[config.mk]
export PLATFORM = sky130hd
export DESIGN_NAME = longest_fill_run_finder
export DESIGN_NICKNAME = d
export VERILOG_FILES = /design/src/hdl/lfrf_pkg.sv /design/src/hdl/lfrf_config.sv /design/src/hdl/lfrf_tracker.sv /design/src/hdl/longest_fill_run_finder.sv
export SDC_FILE = /design/constraint.sdc
export NUM_CORES = 1
export LEC_CHECK = 0
export BUFFER_PORTS_ARGS = -buffer_cell sky130_fd_sc_hd__buf_2
export CAP_MARGIN = 0
export CELL_PAD_IN_SITES_DETAIL_PLACEMENT = 0
export CELL_PAD_IN_SITES_GLOBAL_PLACEMENT = 1
export CORE_AREA = 2 2 176 178
export DETAILED_ROUTE_END_ITERATION = 10
export DIE_AREA = 0 0 178 180
export GPL_ROUTABILITY_DRIVEN = 1
export PLACE_DENSITY_LB_ADDON = 0.1
export SLEW_MARGIN = 0
export SYNTH_ARGS = -nofsm -noshare
export SYNTH_HDL_FRONTEND = slang
export SYNTH_SLANG_ARGS = --single-unit
[constraint.sdc]
create_clock -name clock -period 6.9 [get_ports clock]
set_input_delay 2.07 -clock clock [delete_from_list [all_inputs] [get_ports clock]]
set_output_delay 2.07 -clock clock [all_outputs]
set_load 0.005 [all_outputs]
[src/hdl/lfrf_pkg.sv]
// Shared types and constants for the longest fill run finder.
package lfrf_pkg;

   localparam int ADDRESS_BITS = 23;
   localparam int BANK_BYTES   = 16384;
   localparam int BANK_BITS    = $clog2(BANK_BYTES);
   localparam int RANGE_BITS   = ADDRESS_BITS + 1;
   localparam int LENGTH_BITS  = ADDRESS_BITS + 1;
   localparam int BYTE_BITS    = 8;

   localparam int SCAN_BANK_BITS = 10;
   localparam int ROM_BYTES_BITS = 24;
   localparam int CSR_DATA_BITS  = 24;

   localparam logic [BYTE_BITS-1:0] FILL_ZERO = 8'h00;
   localparam logic [BYTE_BITS-1:0] FILL_ONES = 8'hFF;

   localparam logic [SCAN_BANK_BITS-1:0] SCAN_BANK_RESET = '1;
   localparam logic [ROM_BYTES_BITS-1:0] ROM_BYTES_RESET = 24'd32768;

   typedef enum logic [0:0] {
      CSR_SCAN_BANK = 1'b0,
      CSR_ROM_BYTES = 1'b1
   } csr_index_type;

   typedef struct packed {
      logic [ADDRESS_BITS-1:0] rom_address;
      logic [BYTE_BITS-1:0]    rom_byte;
   } req_type;

   typedef struct packed {
      logic [ADDRESS_BITS-1:0] longest_start;
      logic [LENGTH_BITS-1:0]  longest_size;
   } rsp_type;

   // Scan range decoded from the configuration registers.
   typedef struct packed {
      logic                  empty;
      logic [RANGE_BITS-1:0] first;
      logic [RANGE_BITS-1:0] last;
   } range_type;

endpackage

[src/hdl/lfrf_config.sv]
// Configuration registers and scan range decode.
module lfrf_config (
   input  logic                                clock,
   input  logic                                reset,
   input  logic                                csr_write_enable,
   input  lfrf_pkg::csr_index_type             csr_index,
   input  logic [lfrf_pkg::CSR_DATA_BITS-1:0]  csr_write_data,
   output lfrf_pkg::range_type                 range
);
   import lfrf_pkg::*;

   logic [SCAN_BANK_BITS-1:0] scan_bank_ff;
   logic [ROM_BYTES_BITS-1:0] rom_bytes_ff;
   logic                      whole_rom;
   logic [RANGE_BITS-1:0]     bank_first;

   always_ff @(posedge clock) begin
      if (reset) begin
         scan_bank_ff <= SCAN_BANK_RESET;
         rom_bytes_ff <= ROM_BYTES_RESET;
      end else if (csr_write_enable) begin
         unique case (csr_index)
            CSR_SCAN_BANK: scan_bank_ff <= csr_write_data[SCAN_BANK_BITS-1:0];
            CSR_ROM_BYTES: rom_bytes_ff <= csr_write_data[ROM_BYTES_BITS-1:0];
         endcase
      end
   end

   // Negative bank number means whole ROM.
   assign whole_rom  = scan_bank_ff[SCAN_BANK_BITS-1];
   assign bank_first = RANGE_BITS'(scan_bank_ff[SCAN_BANK_BITS-2:0]) << BANK_BITS;

   always_comb begin
      if (whole_rom) begin
         range.empty = (rom_bytes_ff == '0);
         range.first = '0;
         range.last  = RANGE_BITS'(rom_bytes_ff - ROM_BYTES_BITS'(1));
      end else begin
         range.empty = 1'b0;
         range.first = bank_first;
         range.last  = bank_first + RANGE_BITS'(BANK_BYTES - 1);
      end
   end

endmodule

[src/hdl/lfrf_tracker.sv]
// Run tracker: current run and best run, updated once per processed item.
module lfrf_tracker (
   input  logic                clock,
   input  logic                reset,
   input  lfrf_pkg::range_type range,
   input  lfrf_pkg::req_type   item,
   input  logic                update,
   output logic                emit,
   output lfrf_pkg::rsp_type   result
);
   import lfrf_pkg::*;

   logic                    in_run_ff,      in_run_in;
   logic [ADDRESS_BITS-1:0] run_start_ff,   run_start_in;
   logic [LENGTH_BITS-1:0]  run_length_ff,  run_length_in;
   logic [ADDRESS_BITS-1:0] best_start_ff,  best_start_in;
   logic [LENGTH_BITS-1:0]  best_length_ff, best_length_in;

   logic [RANGE_BITS-1:0] address_wide;
   logic                  in_range;
   logic                  at_first;
   logic                  at_last;
   logic                  filler;

   assign address_wide = RANGE_BITS'(item.rom_address);
   assign in_range = !range.empty && (address_wide >= range.first)
                     && (address_wide <= range.last);
   assign at_first = (address_wide == range.first);
   assign at_last  = (address_wide == range.last);
   // Bank-aligned byte never counts as filler.
   assign filler   = ((item.rom_byte == FILL_ZERO) || (item.rom_byte == FILL_ONES))
                     && (item.rom_address[BANK_BITS-1:0] != '0);

   assign emit = in_range && at_last;

   always_comb begin
      in_run_in      = in_run_ff;
      run_start_in   = run_start_ff;
      run_length_in  = run_length_ff;
      best_start_in  = best_start_ff;
      best_length_in = best_length_ff;

      if (at_first) begin
         in_run_in      = 1'b0;
         run_start_in   = '0;
         run_length_in  = '0;
         best_start_in  = '0;
         best_length_in = '0;
      end

      if (filler) begin
         if (!in_run_in) begin
            run_start_in  = item.rom_address;
            run_length_in = LENGTH_BITS'(1);
            in_run_in     = 1'b1;
         end else if (run_length_in != '1) begin
            run_length_in = run_length_in + LENGTH_BITS'(1);
         end
      end else begin
         if (in_run_in && (run_length_in > best_length_in)) begin
            best_start_in  = run_start_in;
            best_length_in = run_length_in;
         end
         in_run_in = 1'b0;
      end

      // Last address closes any open run.
      if (at_last) begin
         if (in_run_in && (run_length_in > best_length_in)) begin
            best_start_in  = run_start_in;
            best_length_in = run_length_in;
         end
         in_run_in = 1'b0;
      end

      result.longest_start = best_start_in;
      result.longest_size  = best_length_in;
   end

   always_ff @(posedge clock) begin
      if (reset) begin
         in_run_ff      <= 1'b0;
         run_start_ff   <= '0;
         run_length_ff  <= '0;
         best_start_ff  <= '0;
         best_length_ff <= '0;
      end else if (update && in_range) begin
         in_run_ff      <= in_run_in;
         run_start_ff   <= run_start_in;
         run_length_ff  <= run_length_in;
         best_start_ff  <= best_start_in;
         best_length_ff <= best_length_in;
      end
   end

endmodule

[src/hdl/longest_fill_run_finder.sv]
// Top level of the longest fill run finder: input register, tracker, result register.
//
// Accepts one ROM item (address and byte) per clock cycle, back to back, and
// reports the start and length of the longest run of 0x00/0xFF bytes in the
// configured scan range (one bank, or the whole ROM when scan_bank is
// negative). Items outside the range are dropped; the range's first address
// restarts the search and its last address produces one result item, loaded
// into the output register when that item leaves the input register. Each
// item waits in the input register while the tracker's compare-and-increment
// logic updates the run state. The input side stalls only when the output
// register holds a result that is itself stalled and the item in the input
// register would produce another one. Write the configuration registers only
// while no item is in flight.
module longest_fill_run_finder (
   input  logic                                clock,
   input  logic                                reset,
   // item input
   input  logic                                req_valid,
   output logic                                req_stall,
   input  lfrf_pkg::req_type                   req_item,
   // result output
   output logic                                rsp_valid,
   input  logic                                rsp_stall,
   output lfrf_pkg::rsp_type                   rsp_item,
   // configuration writes
   input  logic                                csr_write_enable,
   input  lfrf_pkg::csr_index_type             csr_index,
   input  logic [lfrf_pkg::CSR_DATA_BITS-1:0]  csr_write_data
);
   import lfrf_pkg::*;

   range_type range;

   // input register
   logic    s1_valid_ff;
   req_type s1_item_ff;

   // result register
   logic    rsp_valid_ff;
   rsp_type rsp_item_ff;

   logic    emit;
   rsp_type result;
   logic    s1_fire;

   lfrf_config u_config (
      .clock            (clock),
      .reset            (reset),
      .csr_write_enable (csr_write_enable),
      .csr_index        (csr_index),
      .csr_write_data   (csr_write_data),
      .range            (range)
   );

   lfrf_tracker u_tracker (
      .clock  (clock),
      .reset  (reset),
      .range  (range),
      .item   (s1_item_ff),
      .update (s1_valid_ff && s1_fire),
      .emit   (emit),
      .result (result)
   );

   // Item in stage 1 can retire unless it makes a result and the output
   // register is full and stalled.
   assign s1_fire   = !emit || !rsp_valid_ff || !rsp_stall;
   assign req_stall = s1_valid_ff && !s1_fire;

   always_ff @(posedge clock) begin
      if (reset) begin
         s1_valid_ff <= 1'b0;
      end else if (!req_stall) begin
         s1_valid_ff <= req_valid;
      end
   end

   always_ff @(posedge clock) begin
      if (!req_stall) begin
         s1_item_ff <= req_item;
      end
   end

   always_ff @(posedge clock) begin
      if (reset) begin
         rsp_valid_ff <= 1'b0;
      end else if (s1_valid_ff && s1_fire && emit) begin
         rsp_valid_ff <= 1'b1;
      end else if (!rsp_stall) begin
         rsp_valid_ff <= 1'b0;
      end
   end

   always_ff @(posedge clock) begin
      if (s1_valid_ff && s1_fire && emit) begin
         rsp_item_ff <= result;
      end
   end

   assign rsp_valid = rsp_valid_ff;
   assign rsp_item  = rsp_item_ff;

endmodule

==> impl_metrics.tcl <==
set metrics [dict create \
    hp-start "u_config.rom_bytes_ff[7]" \
    crit_type "reg2out" \
    holdPathStages 2 \
    path_clk_slew_ps 60 \
    synthAdderAreaFrac_pct 8.16 \
    hpwl_mm 26.9 \
    slew-limit-headroom_pct 27.2 \
    synth-main-ff-cell "dfxtp_1" \
    async_flop_share_pct 0 \
    yosysWarningCount 0 \
    hold_end "u_config.rom_bytes_ff[7]" \
    vdd_drop_max_mv 0.192 \
    drt-total-wl_mm 38.6 \
    power_density_mw_per_mm2 215 \
    drtIter0Drc 756 \
    grt_overflow 0 \
    slowest_delay_ps 600 \
    critPathBufInv 2 \
    ctsRootBufferMaster "clkbuf_16" \
    design_area_mm2 0.0149 \
    dr.pass1.iters 7 \
    initial_utilization_pct 41.6 \
    drive_above_1_share_pct 18.1 \
    cts_tree "yes" \
    crit_start "u_config.rom_bytes_ff[0]" \
    first_global_vias 11200 \
    synth_top_family_by_area "simple AND/OR/NAND/NOR gates" \
    cp_top_family "simple AND/OR/NAND/NOR gates" \
    worst_r2r_startpoint "s1_item_ff[14]" \
    clkPwrFrac_pct 42.5 \
    die_width_um 178 \
    synth-simple-area-share_pct 22.7 \
    synth_area_per_cell_um2 8.62 \
    cts_num_sinks 209 \
    r2r-end "rsp_item[10]" \
    maxCapViolCount 0 \
    synth-edff-count 78 \
    leakage_nw 6.24 \
    coreArea_mm2 0.0302 \
    period_share_pct 97.6 \
    hold_violations 0 \
    cp_max_fo 7 \
    status "complete, no violations" \
    crit_cells 15 \
    vias_per_cell 5.62 \
    critical_path.slowest_cell "or4_4" \
    netSwitchingFraction_pct 26.8 \
    yosysSeqAreaShare_pct 39.5 \
    grt_max_degree 81 \
    power_frac_comb_pct 14.7 \
    synthXorXnorAreaFrac_pct 2.30 \
    port_buffers 109 \
    cts_buffers 25 \
    gp_congestion 0.849 \
    die_area_mm2 0.0320 \
    synth_area_leaders "dfxtp_1 21%, edfxtp_1 19%, ha_1 8.2%" \
    synth_largest_area_cell "dfxtp_1" \
    die_y_um 180 \
    hp-class "reg2reg" \
    synth_top_area_share_pct 20.9 \
    synth_cell_types 77 \
    cts_max_level 1 \
    synth_compound_area_share_pct 16.7 \
    num_antenna_cells 0 \
    end_kind "output port" \
    start_kind "register" \
    ios 110 \
    clk_path_buf_depth 3 \
    p_seq_share_pct 42.8 \
    synth_mux_area_share_pct 6.59 \
    ff2ff_setup_slack_ps 330 \
    crit_arrival_ps 4670 \
    finalSetupViolations 0 \
    finalClockSkew_ps 14.0 \
    yosys_register_bits 209 \
    syn-instance-count 1458 \
    p_sw_uw 853 \
    num_vias 11200 \
    num-nets-final 1725 \
    period_minus_slack_ps 6740 \
    critPathRequiredTime_ps 4830 \
    clk_latency_ps 550 \
    syn-num-nets 1601 \
    postCtsHoldBufs 0 \
    num_rows 64 \
    grt.total_usage_pct 24.1 \
    tightest_slew_ps 1090 \
    postPlaceCellArea_mm2 0.0139 \
    netlist_area_mm2 0.0126 \
    antenna_found_initial 0 \
    finalHoldWorstSlack_ps 482 \
    rsz0062_at_grt "true" \
    area_growth_pct 18.2 \
    finalMaxSlewViolations 0 \
    drc 0 \
    ant_nets 0 \
    grt_first_pass_wirelength_mm 61.3 \
    fmax_ghz 0.148 \
    cp_cell_sequence "or4_4 -> or3_4 -> or3_4 -> or4_1 -> nor4b_2 -> xor2_1 -> a21boi_1 -> ha_1 -> nand4_1 -> nor2_4 -> nand2_1 -> a21oi_4 -> nand4_1 -> inv_1 -> buf_2" \
    wl_per_cell_um 19.4 \
    r2r_cells 27 \
    p_int_mw 2.33 \
]
worst register-to-register path: stages (launching register included):
cell	delay [ps]
edfxtp_1	430
nor4_1	640
and4_1	420
nand2_4	240
and2_1	280
ha_1	310
nor2b_1	130
o211ai_1	200
a21oi_1	100
o311a_1	340
o21ai_0	250
a21o_2	280
buf_12	160
mux2_2	330
nand2_1	70
ha_1	240
a21oi_1	150
nor2_1	60
a211oi_1	310
buf_4	200
o221ai_1	110
buf_4	170
o211ai_2	240
buf_4	220
buf_12	120
nand3_1	70
mux2_2	310
nand2_1	70
power by group through the flow:
stage	Sequential, mW	Combinational [mW]	Clock [mW]
after floorplan	1.37	0.316	0
after global placement	1.39	0.448	0
after detailed placement	1.39	0.453	0
after CTS	1.36	0.458	1.39
after global routing	1.37	0.527	1.44
final	1.36	0.468	1.36
cell usage in the layout (no fill, tap or decap), drive strengths merged, types with 27 or more instances in the layout:
| cell type | instances |
|---|---|
| clkbuf | 33 |
| ha | 82 |
| mux2i | 58 |
| nand3 | 83 |
| nand2 | 257 |
| buf | 193 |
| a21oi | 119 |
| nor2 | 95 |
| and2 | 27 |
| and3 | 34 |
| dfxtp | 131 |
| o21ai | 69 |
| edfxtp | 78 |
cell type report:
class	count	area, um2
Inverter	21	78.8
Timing Repair Buffer	193	1280
Clock inverter	12	150
Fill cell	2910	15300
Sequential cell	209	4960
Clock buffer	33	686
Multi-Input combinational cell	1132	7200
Tap cell	396	495
sequential cells by signal (all words and copies together), names as in the netlist:
name,flops
s1_item_ff,31
u_tracker.best_length_ff,24
s1_valid_ff,1
rsp_valid,1
u_tracker.best_start_ff,23
rsp_item,47
u_tracker.run_start_ff,23
u_config.scan_bank_ff,10
u_config.rom_bytes_ff,24
u_tracker.in_run_ff,1
u_tracker.run_length_ff,24
cell usage after synthesis, types with 3 or more instances:
| library cell | count |
|---|---|
| ha_1 | 82 |
| a211o_1 | 3 |
| a21oi_1 | 116 |
| a2bb2oi_1 | 3 |
| and2_1 | 27 |
| xor2_1 | 10 |
| o211ai_1 | 16 |
| nor3_1 | 21 |
| dfxtp_1 | 131 |
| nor4_1 | 15 |
| clkbuf_1 | 67 |
| o21bai_1 | 4 |
| or3_1 | 13 |
| a311oi_1 | 14 |
| nand2b_1 | 9 |
| o31ai_1 | 6 |
| a211oi_1 | 10 |
| mux2_2 | 22 |
| nor2_1 | 95 |
| mux2i_1 | 58 |
| nand4_1 | 24 |
| a22o_1 | 12 |
| buf_4 | 3 |
| a21o_1 | 8 |
| edfxtp_1 | 78 |
| and3_1 | 34 |
| nand3_1 | 83 |
| a31oi_1 | 23 |
| inv_1 | 19 |
| nor2b_1 | 5 |
| buf_2 | 13 |
| buf_1 | 7 |
| xnor2_1 | 23 |
| a21boi_1 | 10 |
| and4_1 | 3 |
| nand2_1 | 256 |
| or4_1 | 8 |
| a21boi_0 | 8 |
| o21ai_0 | 68 |
| or4_4 | 4 |
| buf_6 | 5 |
worst max path at each step:
| stage | end |
|---|---|
| 3_3_place_gp | req_stall |
| 2_1_floorplan | req_stall |
| 4_1_cts | req_stall |
| 3_5_place_dp | req_stall |
| 5_1_grt | rsp_item[20] |
| 6_report | req_stall |
through the flow:
step	cells	worst slack, ps	util [%]	TNS [ps]	power, mW
floorplan	1458	97.1	-	0	1.69
global placement	1947	60.4	46.1	0	1.84
detailed placement	1947	138	46.1	0	1.84
CTS	1992	4.96	48.9	0	3.21
global route	1996	-15.1	49.2	-34.6	3.33
finish	1996	164	49.2	0	3.19
layer usage:
layer	vias to the layer above	track usage [%]	part of all wire, %
li1	5562	-	-
met1	5369	31.5	45
met2	251	42.5	49
met3	45	3.24	4.3
met4	0	4.52	1.8
met5	-	0	0
what timing repair did:
| action | 4_1_cts | 5_1_grt |
|---|---|---|
| pin swaps | 3 | 6 |
| endpoints found under the hold margin | 0 | 0 |
| gates resized for setup | 6 | 10 |
| gates cloned | 0 | 0 |
| setup endpoints to repair | 1 | 91 |
| setup buffers | 0 | 4 |
cell families (layout without fill, tap and decap cells):
family,after synthesis,count (layout)
fa+ha+maj,82,82
simple gates,607,607
flops,209,209
compound gates,330,330
buf+inv,117,259
mux,80,80
xor+xnor,33,33
(Power assumes the default switching activity.)
